### src/design/sfr_pkg.sv
// Package for the serial frame receiver.
// Holds the result record, status codes and queue sizing; no dependencies.
package sfr_pkg;

    localparam int QUEUE_DEPTH = 2;
    localparam int QUEUE_PTR_W = (QUEUE_DEPTH > 1) ? $clog2(QUEUE_DEPTH) : 1;
    localparam int QUEUE_CNT_W = $clog2(QUEUE_DEPTH + 1);

    localparam logic [1:0] ST_GOOD      = 2'd0;
    localparam logic [1:0] ST_SIZE_ERR  = 2'd1;
    localparam logic [1:0] ST_CHECK_ERR = 2'd2;

    localparam logic [7:0] START_BYTE_RESET = 8'd2;

    typedef struct packed {
        logic [1:0] status;
        logic [7:0] command;
        logic [7:0] data_high;
        logic [7:0] data_low;
        logic [1:0] data_count;
    } result_t;

endpackage

### src/design/sfr_if.sv
// Channel interfaces for the serial frame receiver: received bytes and results.
// Valid/ready handshake; no package dependency.
interface sfr_byte_if;
    logic       valid;
    logic       ready;
    logic [7:0] rx_byte;

    modport source (output valid, output rx_byte, input ready);
    modport sink   (input valid, input rx_byte, output ready);
endinterface

interface sfr_result_if;
    logic       valid;
    logic       ready;
    logic [1:0] status;
    logic [7:0] command;
    logic [7:0] data_high;
    logic [7:0] data_low;
    logic [1:0] data_count;

    modport source (output valid, output status, output command, output data_high,
                    output data_low, output data_count, input ready);
    modport sink   (input valid, input status, input command, input data_high,
                    input data_low, input data_count, output ready);
endinterface

### src/design/serial_frame_receiver_top.sv
// Top level of the serial frame receiver: parser, result queue, output stage.
// Depends on sfr_pkg, sfr_if, sfr_parser, sfr_queue, sfr_out_stage.
//
//   channel  | dir | handshake            | payload
//   rx       | in  | valid/ready          | rx_byte[7:0]
//   frame    | out | valid/ready          | status, command, data_high, data_low, data_count
//   cfg      | in  | cfg_wr_en, no wait   | cfg_wr_data[7:0] -> start byte
//
// One byte is taken per cycle unless the queue is full; after the check byte or the
// offending data-position byte, a result goes via a queue slot to the output register.
// rx.ready drops only while the two-entry result queue is full.
// Reset sets the start byte to 2 and the parser to hunting; no clearing pass.
module serial_frame_receiver_top (
    input  logic          clk,
    input  logic          rst_n,
    input  logic          cfg_wr_en,
    input  logic [7:0]    cfg_wr_data,
    sfr_byte_if.sink      rx,
    sfr_result_if.source  frame
);
    import sfr_pkg::*;

    logic [7:0] start_byte_reg;
    logic       byte_fire;
    logic       res_push;
    result_t    res_data;
    logic       q_full;
    logic       q_pop;
    logic       q_not_empty;
    result_t    q_data;

    always_ff @(posedge clk or negedge rst_n)
    begin
        if (!rst_n)
            start_byte_reg <= START_BYTE_RESET;
        else if (cfg_wr_en)
            start_byte_reg <= cfg_wr_data;
    end

    assign rx.ready  = !q_full;
    assign byte_fire = rx.valid && rx.ready;

    sfr_parser u_parser (
        .clk        (clk),
        .rst_n      (rst_n),
        .start_byte (start_byte_reg),
        .byte_fire  (byte_fire),
        .rx_byte    (rx.rx_byte),
        .res_push   (res_push),
        .res_data   (res_data)
    );

    sfr_queue u_queue (
        .clk       (clk),
        .rst_n     (rst_n),
        .push      (res_push),
        .push_data (res_data),
        .full      (q_full),
        .pop       (q_pop),
        .not_empty (q_not_empty),
        .pop_data  (q_data)
    );

    sfr_out_stage u_out (
        .clk         (clk),
        .rst_n       (rst_n),
        .q_not_empty (q_not_empty),
        .q_data      (q_data),
        .q_pop       (q_pop),
        .frame       (frame)
    );

endmodule

### src/design/sfr_parser.sv
// Front end: accepts received bytes, tracks the frame and classifies it.
// Depends on sfr_pkg; pushes finished results into the result queue.
module sfr_parser (
    input  logic            clk,
    input  logic            rst_n,
    input  logic [7:0]      start_byte,
    input  logic            byte_fire,
    input  logic [7:0]      rx_byte,
    output logic            res_push,
    output sfr_pkg::result_t res_data
);
    import sfr_pkg::*;

    localparam logic [1:0] PH_HUNT = 2'd0;
    localparam logic [1:0] PH_SIZE = 2'd1;
    localparam logic [1:0] PH_CMD  = 2'd2;
    localparam logic [1:0] PH_BODY = 2'd3;

    logic [1:0] phase_reg, phase_next;
    logic [7:0] remaining_reg, remaining_next;
    logic [1:0] size_reg, size_next;
    logic [7:0] command_reg, command_next;
    logic [7:0] high_reg, high_next;
    logic [7:0] low_reg, low_next;
    logic [7:0] check_reg, check_next;

    always_comb
    begin
        phase_next     = phase_reg;
        remaining_next = remaining_reg;
        size_next      = size_reg;
        command_next   = command_reg;
        high_next      = high_reg;
        low_next       = low_reg;
        check_next     = check_reg;
        res_push       = 1'b0;
        res_data       = '{status: ST_GOOD, command: command_reg, data_high: high_reg,
                           data_low: low_reg, data_count: size_reg - 2'd1};
        if (byte_fire)
        begin
            unique case (phase_reg)
                PH_HUNT:
                begin
                    if (rx_byte == start_byte)
                        phase_next = PH_SIZE;
                end
                PH_SIZE:
                begin
                    size_next      = rx_byte[1:0];
                    remaining_next = rx_byte;
                    check_next     = check_reg ^ rx_byte;
                    phase_next     = PH_CMD;
                end
                PH_CMD:
                begin
                    command_next   = rx_byte;
                    remaining_next = remaining_reg - 8'd1;
                    check_next     = check_reg ^ rx_byte;
                    phase_next     = PH_BODY;
                end
                default:
                begin
                    if (remaining_reg == 8'd2)
                    begin
                        high_next      = rx_byte;
                        remaining_next = 8'd1;
                        check_next     = check_reg ^ rx_byte;
                    end
                    else if (remaining_reg == 8'd1)
                    begin
                        low_next       = rx_byte;
                        remaining_next = 8'd0;
                        check_next     = check_reg ^ rx_byte;
                    end
                    else
                    begin
                        res_push = 1'b1;
                        if (remaining_reg != 8'd0)
                        begin
                            res_data.status     = ST_SIZE_ERR;
                            res_data.data_high  = 8'd0;
                            res_data.data_low   = 8'd0;
                            res_data.data_count = 2'd0;
                        end
                        else if (rx_byte != check_reg)
                        begin
                            res_data.status = ST_CHECK_ERR;
                        end
                        // rearm
                        phase_next     = PH_HUNT;
                        remaining_next = 8'd0;
                        size_next      = 2'd0;
                        command_next   = 8'd0;
                        high_next      = 8'd0;
                        low_next       = 8'd0;
                        check_next     = 8'd0;
                    end
                end
            endcase
        end
    end

    always_ff @(posedge clk or negedge rst_n)
    begin
        if (!rst_n)
        begin
            phase_reg     <= PH_HUNT;
            remaining_reg <= 8'd0;
            size_reg      <= 2'd0;
            command_reg   <= 8'd0;
            high_reg      <= 8'd0;
            low_reg       <= 8'd0;
            check_reg     <= 8'd0;
        end
        else
        begin
            phase_reg     <= phase_next;
            remaining_reg <= remaining_next;
            size_reg      <= size_next;
            command_reg   <= command_next;
            high_reg      <= high_next;
            low_reg       <= low_next;
            check_reg     <= check_next;
        end
    end

    a_rearm_after_result: assert property (@(posedge clk) disable iff (!rst_n)
        res_push |=> (phase_reg == PH_HUNT && check_reg == 8'd0 && remaining_reg == 8'd0))
        else $error("parser did not rearm after a result");

    a_status_legal: assert property (@(posedge clk) disable iff (!rst_n)
        res_push |-> (res_data.status == ST_GOOD || res_data.status == ST_SIZE_ERR ||
                      res_data.status == ST_CHECK_ERR))
        else $error("illegal status pushed");

    a_push_only_in_body: assert property (@(posedge clk) disable iff (!rst_n)
        res_push |-> (byte_fire && phase_reg == PH_BODY))
        else $error("result pushed outside frame body");

endmodule

### src/design/sfr_queue.sv
// Short result queue between the parser and the output stage.
// Depends on sfr_pkg for the result record and the depth.
module sfr_queue (
    input  logic             clk,
    input  logic             rst_n,
    input  logic             push,
    input  sfr_pkg::result_t push_data,
    output logic             full,
    input  logic             pop,
    output logic             not_empty,
    output sfr_pkg::result_t pop_data
);
    import sfr_pkg::*;

    result_t                slot_reg [QUEUE_DEPTH];
    logic [QUEUE_PTR_W-1:0] wr_ptr_reg, wr_ptr_next;
    logic [QUEUE_PTR_W-1:0] rd_ptr_reg, rd_ptr_next;
    logic [QUEUE_CNT_W-1:0] count_reg, count_next;
    logic                   do_push;
    logic                   do_pop;

    assign full      = (count_reg == QUEUE_CNT_W'(QUEUE_DEPTH));
    assign not_empty = (count_reg != '0);
    assign pop_data  = slot_reg[rd_ptr_reg];
    assign do_push   = push && !full;
    assign do_pop    = pop && not_empty;

    always_comb
    begin
        wr_ptr_next = wr_ptr_reg;
        rd_ptr_next = rd_ptr_reg;
        count_next  = count_reg;
        if (do_push)
            wr_ptr_next = (wr_ptr_reg == QUEUE_PTR_W'(QUEUE_DEPTH - 1)) ? '0
                                                                        : wr_ptr_reg + 1'b1;
        if (do_pop)
            rd_ptr_next = (rd_ptr_reg == QUEUE_PTR_W'(QUEUE_DEPTH - 1)) ? '0
                                                                        : rd_ptr_reg + 1'b1;
        if (do_push && !do_pop)
            count_next = count_reg + 1'b1;
        else if (do_pop && !do_push)
            count_next = count_reg - 1'b1;
    end

    always_ff @(posedge clk or negedge rst_n)
    begin
        if (!rst_n)
        begin
            wr_ptr_reg <= '0;
            rd_ptr_reg <= '0;
            count_reg  <= '0;
        end
        else
        begin
            wr_ptr_reg <= wr_ptr_next;
            rd_ptr_reg <= rd_ptr_next;
            count_reg  <= count_next;
        end
    end

    always_ff @(posedge clk)
    begin
        if (do_push)
            slot_reg[wr_ptr_reg] <= push_data;
    end

    a_count_bound: assert property (@(posedge clk) disable iff (!rst_n)
        count_reg <= QUEUE_CNT_W'(QUEUE_DEPTH))
        else $error("queue count overrun");

    a_no_push_full: assert property (@(posedge clk) disable iff (!rst_n)
        full |-> !push)
        else $error("push into full queue");

    a_push_lands: assert property (@(posedge clk) disable iff (!rst_n)
        (do_push && !do_pop) |=> (count_reg == $past(count_reg) + 1'b1))
        else $error("queue lost a push");

endmodule

### src/design/sfr_out_stage.sv
// Back end: output register that drains the result queue onto the result channel.
// Depends on sfr_pkg and sfr_result_if.
module sfr_out_stage (
    input  logic              clk,
    input  logic              rst_n,
    input  logic              q_not_empty,
    input  sfr_pkg::result_t  q_data,
    output logic              q_pop,
    sfr_result_if.source      frame
);
    import sfr_pkg::*;

    logic    valid_reg, valid_next;
    result_t data_reg;

    assign q_pop = q_not_empty && (!valid_reg || frame.ready);

    always_comb
    begin
        valid_next = valid_reg;
        if (q_pop)
            valid_next = 1'b1;
        else if (frame.ready)
            valid_next = 1'b0;
    end

    always_ff @(posedge clk or negedge rst_n)
    begin
        if (!rst_n)
            valid_reg <= 1'b0;
        else
            valid_reg <= valid_next;
    end

    always_ff @(posedge clk)
    begin
        if (q_pop)
            data_reg <= q_data;
    end

    assign frame.valid      = valid_reg;
    assign frame.status     = data_reg.status;
    assign frame.command    = data_reg.command;
    assign frame.data_high  = data_reg.data_high;
    assign frame.data_low   = data_reg.data_low;
    assign frame.data_count = data_reg.data_count;

    a_pop_fills: assert property (@(posedge clk) disable iff (!rst_n)
        q_pop |=> valid_reg)
        else $error("output register empty after pop");

    a_no_pop_when_stalled: assert property (@(posedge clk) disable iff (!rst_n)
        (valid_reg && !frame.ready) |-> !q_pop)
        else $error("pop while output stalled");

endmodule
### src/flat_wrapper.sv
// flat-port wrapper written by rule: the top's interface ports become plain ports
module serial_frame_receiver_top_flat import sfr_pkg::*;
  (clk, rst_n, cfg_wr_en, cfg_wr_data, rx_valid, rx_rx_byte, rx_ready, frame_valid, frame_status, frame_command, frame_data_high, frame_data_low, frame_data_count, frame_ready);
  sfr_byte_if rx_i ();
  sfr_result_if frame_i ();
  input  logic clk;
  input  logic rst_n;
  input  logic cfg_wr_en;
  input  logic [7:0] cfg_wr_data;
  input wire logic [$bits(rx_i.valid)-1:0] rx_valid;
  input wire logic [$bits(rx_i.rx_byte)-1:0] rx_rx_byte;
  output wire logic [$bits(rx_i.ready)-1:0] rx_ready;
  output wire logic [$bits(frame_i.valid)-1:0] frame_valid;
  output wire logic [$bits(frame_i.status)-1:0] frame_status;
  output wire logic [$bits(frame_i.command)-1:0] frame_command;
  output wire logic [$bits(frame_i.data_high)-1:0] frame_data_high;
  output wire logic [$bits(frame_i.data_low)-1:0] frame_data_low;
  output wire logic [$bits(frame_i.data_count)-1:0] frame_data_count;
  input wire logic [$bits(frame_i.ready)-1:0] frame_ready;
  assign rx_i.valid = rx_valid;
  assign rx_i.rx_byte = rx_rx_byte;
  assign rx_ready = rx_i.ready;
  assign frame_valid = frame_i.valid;
  assign frame_status = frame_i.status;
  assign frame_command = frame_i.command;
  assign frame_data_high = frame_i.data_high;
  assign frame_data_low = frame_i.data_low;
  assign frame_data_count = frame_i.data_count;
  assign frame_i.ready = frame_ready;
  serial_frame_receiver_top u_core (.clk(clk), .rst_n(rst_n), .cfg_wr_en(cfg_wr_en), .cfg_wr_data(cfg_wr_data), .rx(rx_i), .frame(frame_i));
endmodule
### config.mk
export PLATFORM = sky130hd
export DESIGN_NAME = serial_frame_receiver_top_flat
export DESIGN_NICKNAME = d
export VERILOG_FILES = /design/src/design/sfr_pkg.sv /design/src/design/sfr_if.sv /design/src/design/serial_frame_receiver_top.sv /design/src/design/sfr_parser.sv /design/src/design/sfr_queue.sv /design/src/design/sfr_out_stage.sv /design/src/flat_wrapper.sv
export SDC_FILE = /design/constraint.sdc
export NUM_CORES = 1
export LEC_CHECK = 0
export BUFFER_PORTS_ARGS = -buffer_cell sky130_fd_sc_hd__clkbuf_2
export CORE_MARGIN = 2
export CORE_UTILIZATION = 40
export CTS_CLUSTER_DIAMETER = 50
export DETAILED_ROUTE_END_ITERATION = 12
export PLACE_DENSITY = 0.59
export SYNTH_ARGS = -nofsm -noshare
export SYNTH_HDL_FRONTEND = slang
export SYNTH_SLANG_ARGS = --single-unit
export TNS_END_PERCENT = 50
### constraint.sdc
create_clock -name clk -period 3.8 [get_ports clk]
set_clock_uncertainty 0.05 [all_clocks]
set_input_delay 0.57 -clock clk [delete_from_list [all_inputs] [get_ports clk]]
set_output_delay 0.57 -clock clk [all_outputs]
set_load 0.02 [all_outputs]
# After elaboration in Yosys (flattened, before gate mapping)
# Memory sizes are Yosys's and may differ from the RTL's. A register that Yosys moved wholly into a read port is not among the register bits.
# Index checks and enable logic that the tools add are counted.
[totals]
ff_bits = 57
out_inout_bits = 30
inputBits = 21
memories = 1
mem_bits_rw = 56
[op_classes]
n_eq_ne = 15
n_mux = 38
n_reduce_logical = 26
addsub = 6
bitwise_logic = 6
[mem_list]
columns = ["memory", "depth", "word_bits", "rd", "rd_ports_with_merged_regs", "write_ports", "line_no", "rtl"]
rows = [
  ["u_core.u_queue.slot_reg", 2, 28, 1, 1, 1, "sfr_queue.sv:15", "result_t slot_reg [QUEUE_DEPTH];"],
]
[ops]
columns = ["operator", "count"]
rows = [
  ["18-bit 2-to-1 mux", 5],
  ["8-bit 2-to-1 mux", 6],
  ["8-bit one-hot mux with 2 select lines", 2],
  ["8-bit one-hot mux with 3 select lines", 1],
  ["2-bit 2-to-1 mux", 11],
  ["4-bit AND reduction", 3],
  ["1-bit 2-to-1 mux", 11],
  ["8-bit by 1-bit equality test with 1-bit output (second input constant)", 1],
  ["8-bit by 2-bit equality test with 1-bit output (second input constant)", 1],
  ["8-bit equality test", 1],
  ["2-bit by 1-bit inequality test with 1-bit output (second input constant)", 4],
  ["4-bit by 1-bit inequality test with 1-bit output (second input constant)", 2],
  ["8-bit inequality test", 1],
  ["8-bit nonzero test", 1],
  ["8-bit by 1-bit subtractor with 8-bit output (second input constant)", 1],
  ["8-bit bitwise XOR", 1],
  ["1-bit logical AND", 6],
  ["2-bit one-hot mux with 3 select lines", 1],
  ["3-bit AND reduction", 2],
  ["2-bit nonzero test", 3],
  ["2-bit OR reduction", 3],
  ["1-bit inverter", 5],
  ["2-bit equality test (second input constant)", 2],
  ["1-bit zero test", 4],
  ["other kinds (10)", 13],
]

# Longest topological paths before layout
[depth]
ltp_word = 10
depth_mapped = 8

# Cells and area by module
# From an unflattened synthesis, not the netlist that was laid out.
[hier_totals]
hier_cells = 398
hier_area_um2 = 5955.7
[modules_own_cells]
columns = ["module", "seq_area_each_um2", "instances", "area_per_inst_um2", "cells_per_inst"]
rows = [
  ["sfr_parser", 1101.1, 1, 2462.4, 241],
  ["sfr_queue", 1781.7, 1, 2265.9, 106],
  ["sfr_out_stage", 865.8, 1, 884.6, 32],
  ["serial_frame_receiver_top", 201.4, 1, 342.8, 19],
]

# Worst setup path before layout
# Ideal clock, no wire load.
[synth_path]
path_kind = "register to register"
startpoint = "register u_core.u_parser.remaining_reg[0]"
endpoint = "memory u_core.u_queue.slot_reg[0][0] (netlist bit) (enable)"
setup_time_ns = 0.416
arrival_time_ns = 2.692
period_less_slack_ns = 3.158
required_ns = 3.334
stages_incl_launch_ff = 6
slack_ns = 0.642
cell_sequence = "dfrtp_1 inv_1 ha_1 or2_2 a21oi_1 nor2b_1"
[synth_via]
elab_chain_len = 8
elab_cells_between_ends = 9
classes_between = "2 x eq/ne; 6 x mux; 1 x reduce/logical"
[synth_rtl]
columns = ["element", "line_no", "rtl"]
rows = [
  ["start: declaration", "sfr_parser.sv:20", "logic [7:0] remaining_reg, remaining_next;"],
  ["start signal: assignment", "sfr_parser.sv:118", "remaining_reg <= remaining_next;"],
  ["8-bit by 1-bit equality test with 1-bit output", "sfr_parser.sv:69", "else if (remaining_reg == 8'd1)"],
  ["1-bit 2-to-1 mux", "sfr_parser.sv:69", ""],
  ["1-bit 2-to-1 mux (*)", "sfr_parser.sv:63", "if (remaining_reg == 8'd2)"],
  ["1-bit 2-to-1 mux (*)", "sfr_parser.sv:41", "unique case (phase_reg)"],
  ["1-bit 2-to-1 mux (*)", "sfr_parser.sv:39", "if (byte_fire)"],
  ["1-bit logical AND (*)", "sfr_queue.sv:25", "assign do_push = push && !full;"],
  ["named net u_core.u_queue.do_push", "sfr_queue.sv:19", "logic do_push;"],
  ["1-bit 2-to-1 mux (*)", "sfr_queue.sv:63", "if (do_push)"],
  ["1-bit 2-to-1 mux (implied by the code) (*)", "sfr_queue.sv:64", "slot_reg[wr_ptr_reg] <= push_data;"],
  ["end: declaration", "sfr_queue.sv:15", ""],
]
# Mark *: on every way through the listed nets, which the timed path passes. The rest lies on a longest branch.

# Worst setup path in the final report
[layout_path]
startpoint = "register u_core.u_parser.remaining_reg[0]"
endpoint = "memory u_core.u_queue.slot_reg[0][7] (netlist bit) (enable)"
# Same word-level chain as after synthesis.

==> PnR_summary.wiki <==
{| class="wikitable"
! Metric !! Value
|-
| Chip Width || 124.9 µm
|-
| Endpoint of the lowest-slack register-to-register path || u_core.u_queue.slot_reg[0][7]
|-
| Post-synth ARST share || about two fifths
|-
| Worst vdd ir || about 0.00029 V
|-
| Unique cell type count in the Yosys netlist || between 40 and 50
|-
| Clock slew seen by the registers of the worst setup and hold paths || 0.06 ns
|-
| Post-Synthesis Net Count || between 400 and 500
|-
| Initial DRC count || approximately 160
|-
| Initial antenna violation count || 0
|-
| Flop-to-flop setup slack || 1.30 ns
|-
| Data arrival time of the worst path || 2.51 ns
|-
| Top layer reached by signal wires || met4
|-
| Syn Inst Count || 392
|-
| Predominant post-synthesis flop cell || sky130_fd_sc_hd__edfxtp_1
|-
| Num ports || a little over 50
|-
| Number of CTS-inserted buffers || 17
|-
| Antenna Diode Count || 0
|-
| Outcome || completed
|-
| First-pass GRT wire length || 17860 µm
|-
| Final cell utilization of the core || between 40 and 50%
|-
| TritonCTS clock tree || yes
|-
| Site Rows || 44
|-
| Headroom to the max-slew limit || approximately 28%
|-
| Netlist Area Pre-Place || between 5000 and 6000 µm²
|-
| Half-perimeter wire length of the detailed placement result || 7143 µm
|-
| DRT antenna net count || 0
|-
| Endpoint class of the critical path || flip-flop
|-
| Number of detailed-routing iterations run before antenna repair || 4
|-
| Pin count of the biggest net entering global routing || 30
|-
| Worst setup margin || approximately 1.3 ns
|-
| Worst hold slack || about 0.20 ns
|-
| Core Region || approximately 14000 µm²
|-
| Number of port buffers || 50
|-
| Setup TNS || 0 ns
|-
| Post-synth top area share || ~43%
|-
| Startpoint-to-endpoint class of the critical path || flip-flop to flip-flop
|-
| Clock Sink Count || roughly 140
|-
| Leading area contributor after synthesis || sky130_fd_sc_hd__edfxtp_1
|-
| Combined global-route utilization of all metal layers || between 10% and 20%
|-
| Hold Fails Final Rpt || 0
|-
| Synthesis-to-layout area growth || 17.04%
|-
| Final routed DRC violation total || 0
|-
| Count of instances resized after the clock tree is built || 0
|-
| Overflow left after global routing || 0
|-
| Vias in the first global route || 3319
|-
| Final WL || 11070 µm
|-
| Maximum clock rate || 400.8 MHz
|-
| Warnings, synthesis || 0
|-
| Top fanout value on the critical path || 28
|-
| Path category of the worst min-delay check || primary input to asynchronous set/reset pin
|-
| Cts hold-fix bufs || 0
|-
| Detailed-routed wire length on met2 || around 5600 µm
|-
| Worst reg2reg path depth || 6
|-
| Number of max-cap violations || 0
|-
| Met1 routed wirelength after detailed routing || 5000 µm
|-
| Placer's final routability congestion estimate || 0.8211
|-
| Buffer type at the clock tree root || sky130_fd_sc_hd__clkbuf_16
|-
| Most area-consuming cells after synthesis || sky130_fd_sc_hd__edfxtp_1, sky130_fd_sc_hd__dfrtp_1, sky130_fd_sc_hd__mux2_2
|-
| Static power due to leakage || ~2.7 nW
|-
| Net total in the final layout || 474
|-
| Fraction of layout cells with a size suffix above 1 || 29.10%
|-
| Part of the Yosys area used for sequential elements || 67.59%
|-
| Total power divided by cell area || roughly 820 nW/µm²
|-
| Final setup violating endpoints || 0
|-
| Period minus WS final || 2.495 ns
|-
| Starting utilization of the core area || 40.52%
|-
| Max-slew violation count || 0
|-
| Actual slew at the worst max-slew pin || between 1 and 1.5 ns
|-
| Max H-tree Level || 4
|-
| Startpoint of the most critical register-to-register path || u_core.u_parser.remaining_reg[0]
|-
| Critical path required time || around 3.8 ns
|-
| Mean post-synth cell area || around 15 µm²
|-
| EDFF count, synth || 84
|-
| Die height || between 100 and 150 µm
|-
| Number of flip-flops in the largest register || 56
|-
| Buffer count from post-CTS setup fixing || 0
|-
| Critical Path Source Type || flip-flop
|-
| Via count of the routed design || between 3000 and 4000
|-
| Wire per inst || ~17 µm
|-
| Maximum buffer depth of the clock tree || 2
|-
| Crit share post-route || 65.66%
|-
| FF+latch count, synth || around 140
|-
| Via density per instance || ~5.2
|-
| Later-pin clock latency in the skew report || between 0.4 and 0.5 ns
|-
| Pre-CTS WS || 1.292 ns
|-
| Area of the die || 15590 µm²
|-
| Unrepaired setup endpoints after global routing || no
|-
| Met3 layer wire length in the routed design || around 370 µm
|}
==> synthesized netlist by cell type, types with 2 or more instances <==
master	count
sky130_fd_sc_hd__a21oi_1	3
sky130_fd_sc_hd__a21oi_4	2
sky130_fd_sc_hd__a22o_1	33
sky130_fd_sc_hd__a31oi_1	3
sky130_fd_sc_hd__a32o_1	3
sky130_fd_sc_hd__a32oi_1	3
sky130_fd_sc_hd__and2_1	2
sky130_fd_sc_hd__and3_1	3
sky130_fd_sc_hd__buf_2	12
sky130_fd_sc_hd__clkbuf_1	6
sky130_fd_sc_hd__dfrtp_1	56
sky130_fd_sc_hd__edfxtp_1	84
sky130_fd_sc_hd__ha_1	9
sky130_fd_sc_hd__inv_1	6
sky130_fd_sc_hd__mux2_2	37
sky130_fd_sc_hd__nand2_1	11
sky130_fd_sc_hd__nand3_1	2
sky130_fd_sc_hd__nand3b_1	2
sky130_fd_sc_hd__nand4_1	4
sky130_fd_sc_hd__nor2_1	13
sky130_fd_sc_hd__nor2b_1	25
sky130_fd_sc_hd__nor3_1	5
sky130_fd_sc_hd__o21ai_0	25
sky130_fd_sc_hd__or3_1	2
sky130_fd_sc_hd__xnor2_1	18
sky130_fd_sc_hd__xor2_1	4
==> metrics by stage <==
| step | area (µm²) | power (mW) | std cells |
|---|---|---|---|
| after detailed placement | 6252 | 4.056 | 609 |
| after global placement | 6252 | 4.002 | 609 |
| final | 6840 | 5.632 | 641 |
| after CTS | 6840 | 5.693 | 641 |
| after floorplan | 5844 | 3.619 | 392 |
| after global routing | 6840 | 5.954 | 641 |
==> layer usage <==
layer  GRT usage, %  up-vias
met1          18.52     1687
met4          5.294        0
li1               -     1573
met3          4.510       11
met5              0        -
met2          24.82       74
==> placed cells by master (no fill, tap or decap), drive strengths merged, types with 2 or more instances in the layout <==
cell and n:
dfrtp 56, nor2 14, and2 2, nand3b 2, a21oi 5, edfxtp 84, or3 2, ha 9
nand4 4, nor2b 25, nand2 12, a32oi 3, nor3 6, a32o 3, nand3 2, clkbuf 72
a31oi 3, clkinv 3, xnor2 18, clkinvlp 4, nand2b 2, and3 3, buf 4, a22o 33
inv 7, o21ai 26, mux2 37, bufinv 2, xor2 4
==> where the power goes <==
| part | leakage [nW] | internal, mW | switching (mW) |
|---|---|---|---|
| Clock | 0.279 | 1.02 | 0.603 |
| Sequential | 1.53 | 2.16 | 0.207 |
| Combinational | 0.897 | 0.649 | 0.996 |
==> worst max path at each step <==
stage                                           startpoint                        endpoint  slack (ns)  cells after the start
after floorplan           u_core.u_parser.remaining_reg[0]   u_core.u_queue.slot_reg[0][0]        0.64                      5
after global placement    u_core.u_parser.remaining_reg[0]   u_core.u_queue.slot_reg[0][8]        1.37                      6
after detailed placement  u_core.u_parser.remaining_reg[0]   u_core.u_queue.slot_reg[0][8]        1.29                      6
after CTS                 u_core.u_parser.remaining_reg[0]  u_core.u_queue.slot_reg[0][27]        1.28                      6
after global routing      u_core.u_parser.remaining_reg[0]  u_core.u_queue.slot_reg[0][27]        1.12                      6
final                     u_core.u_parser.remaining_reg[0]   u_core.u_queue.slot_reg[0][7]        1.30                      6
==> area by class of cell <==
class / count / area [µm²]
Fill cell: 1277 / 7584
Timing Repair Buffer: 54 / 280.3
Clock buffer: 22 / 474.2
Inverter: 6 / 22.52
Multi-Input combinational cell: 224 / 1769
Clock inverter: 10 / 113.9
Sequential cell: 141 / 3950
Tap cell: 184 / 230.2
==> critical path, cell delays in order, from the launching register on <==
cell and delay, ns:
sky130_fd_sc_hd__dfrtp_1 0.38, sky130_fd_sc_hd__inv_1 0.14, sky130_fd_sc_hd__ha_1 0.28, sky130_fd_sc_hd__or2_2 0.37, sky130_fd_sc_hd__a21oi_1 0.34, sky130_fd_sc_hd__nor2b_2 0.20
sky130_fd_sc_hd__buf_4 0.37
==> cell families after synthesis <==
family / count (synthesis) / synth area share [%]
xor+xnor: 22 / 3.297
buf+inv: 27 / 2.184
simple gates: 77 / 7.557
compound gates: 79 / 10.32
fa+ha+maj: 9 / 1.927
flops: 141 / 67.59
mux: 37 / 7.129
Note: power is estimated with default switching activity, not from simulation.
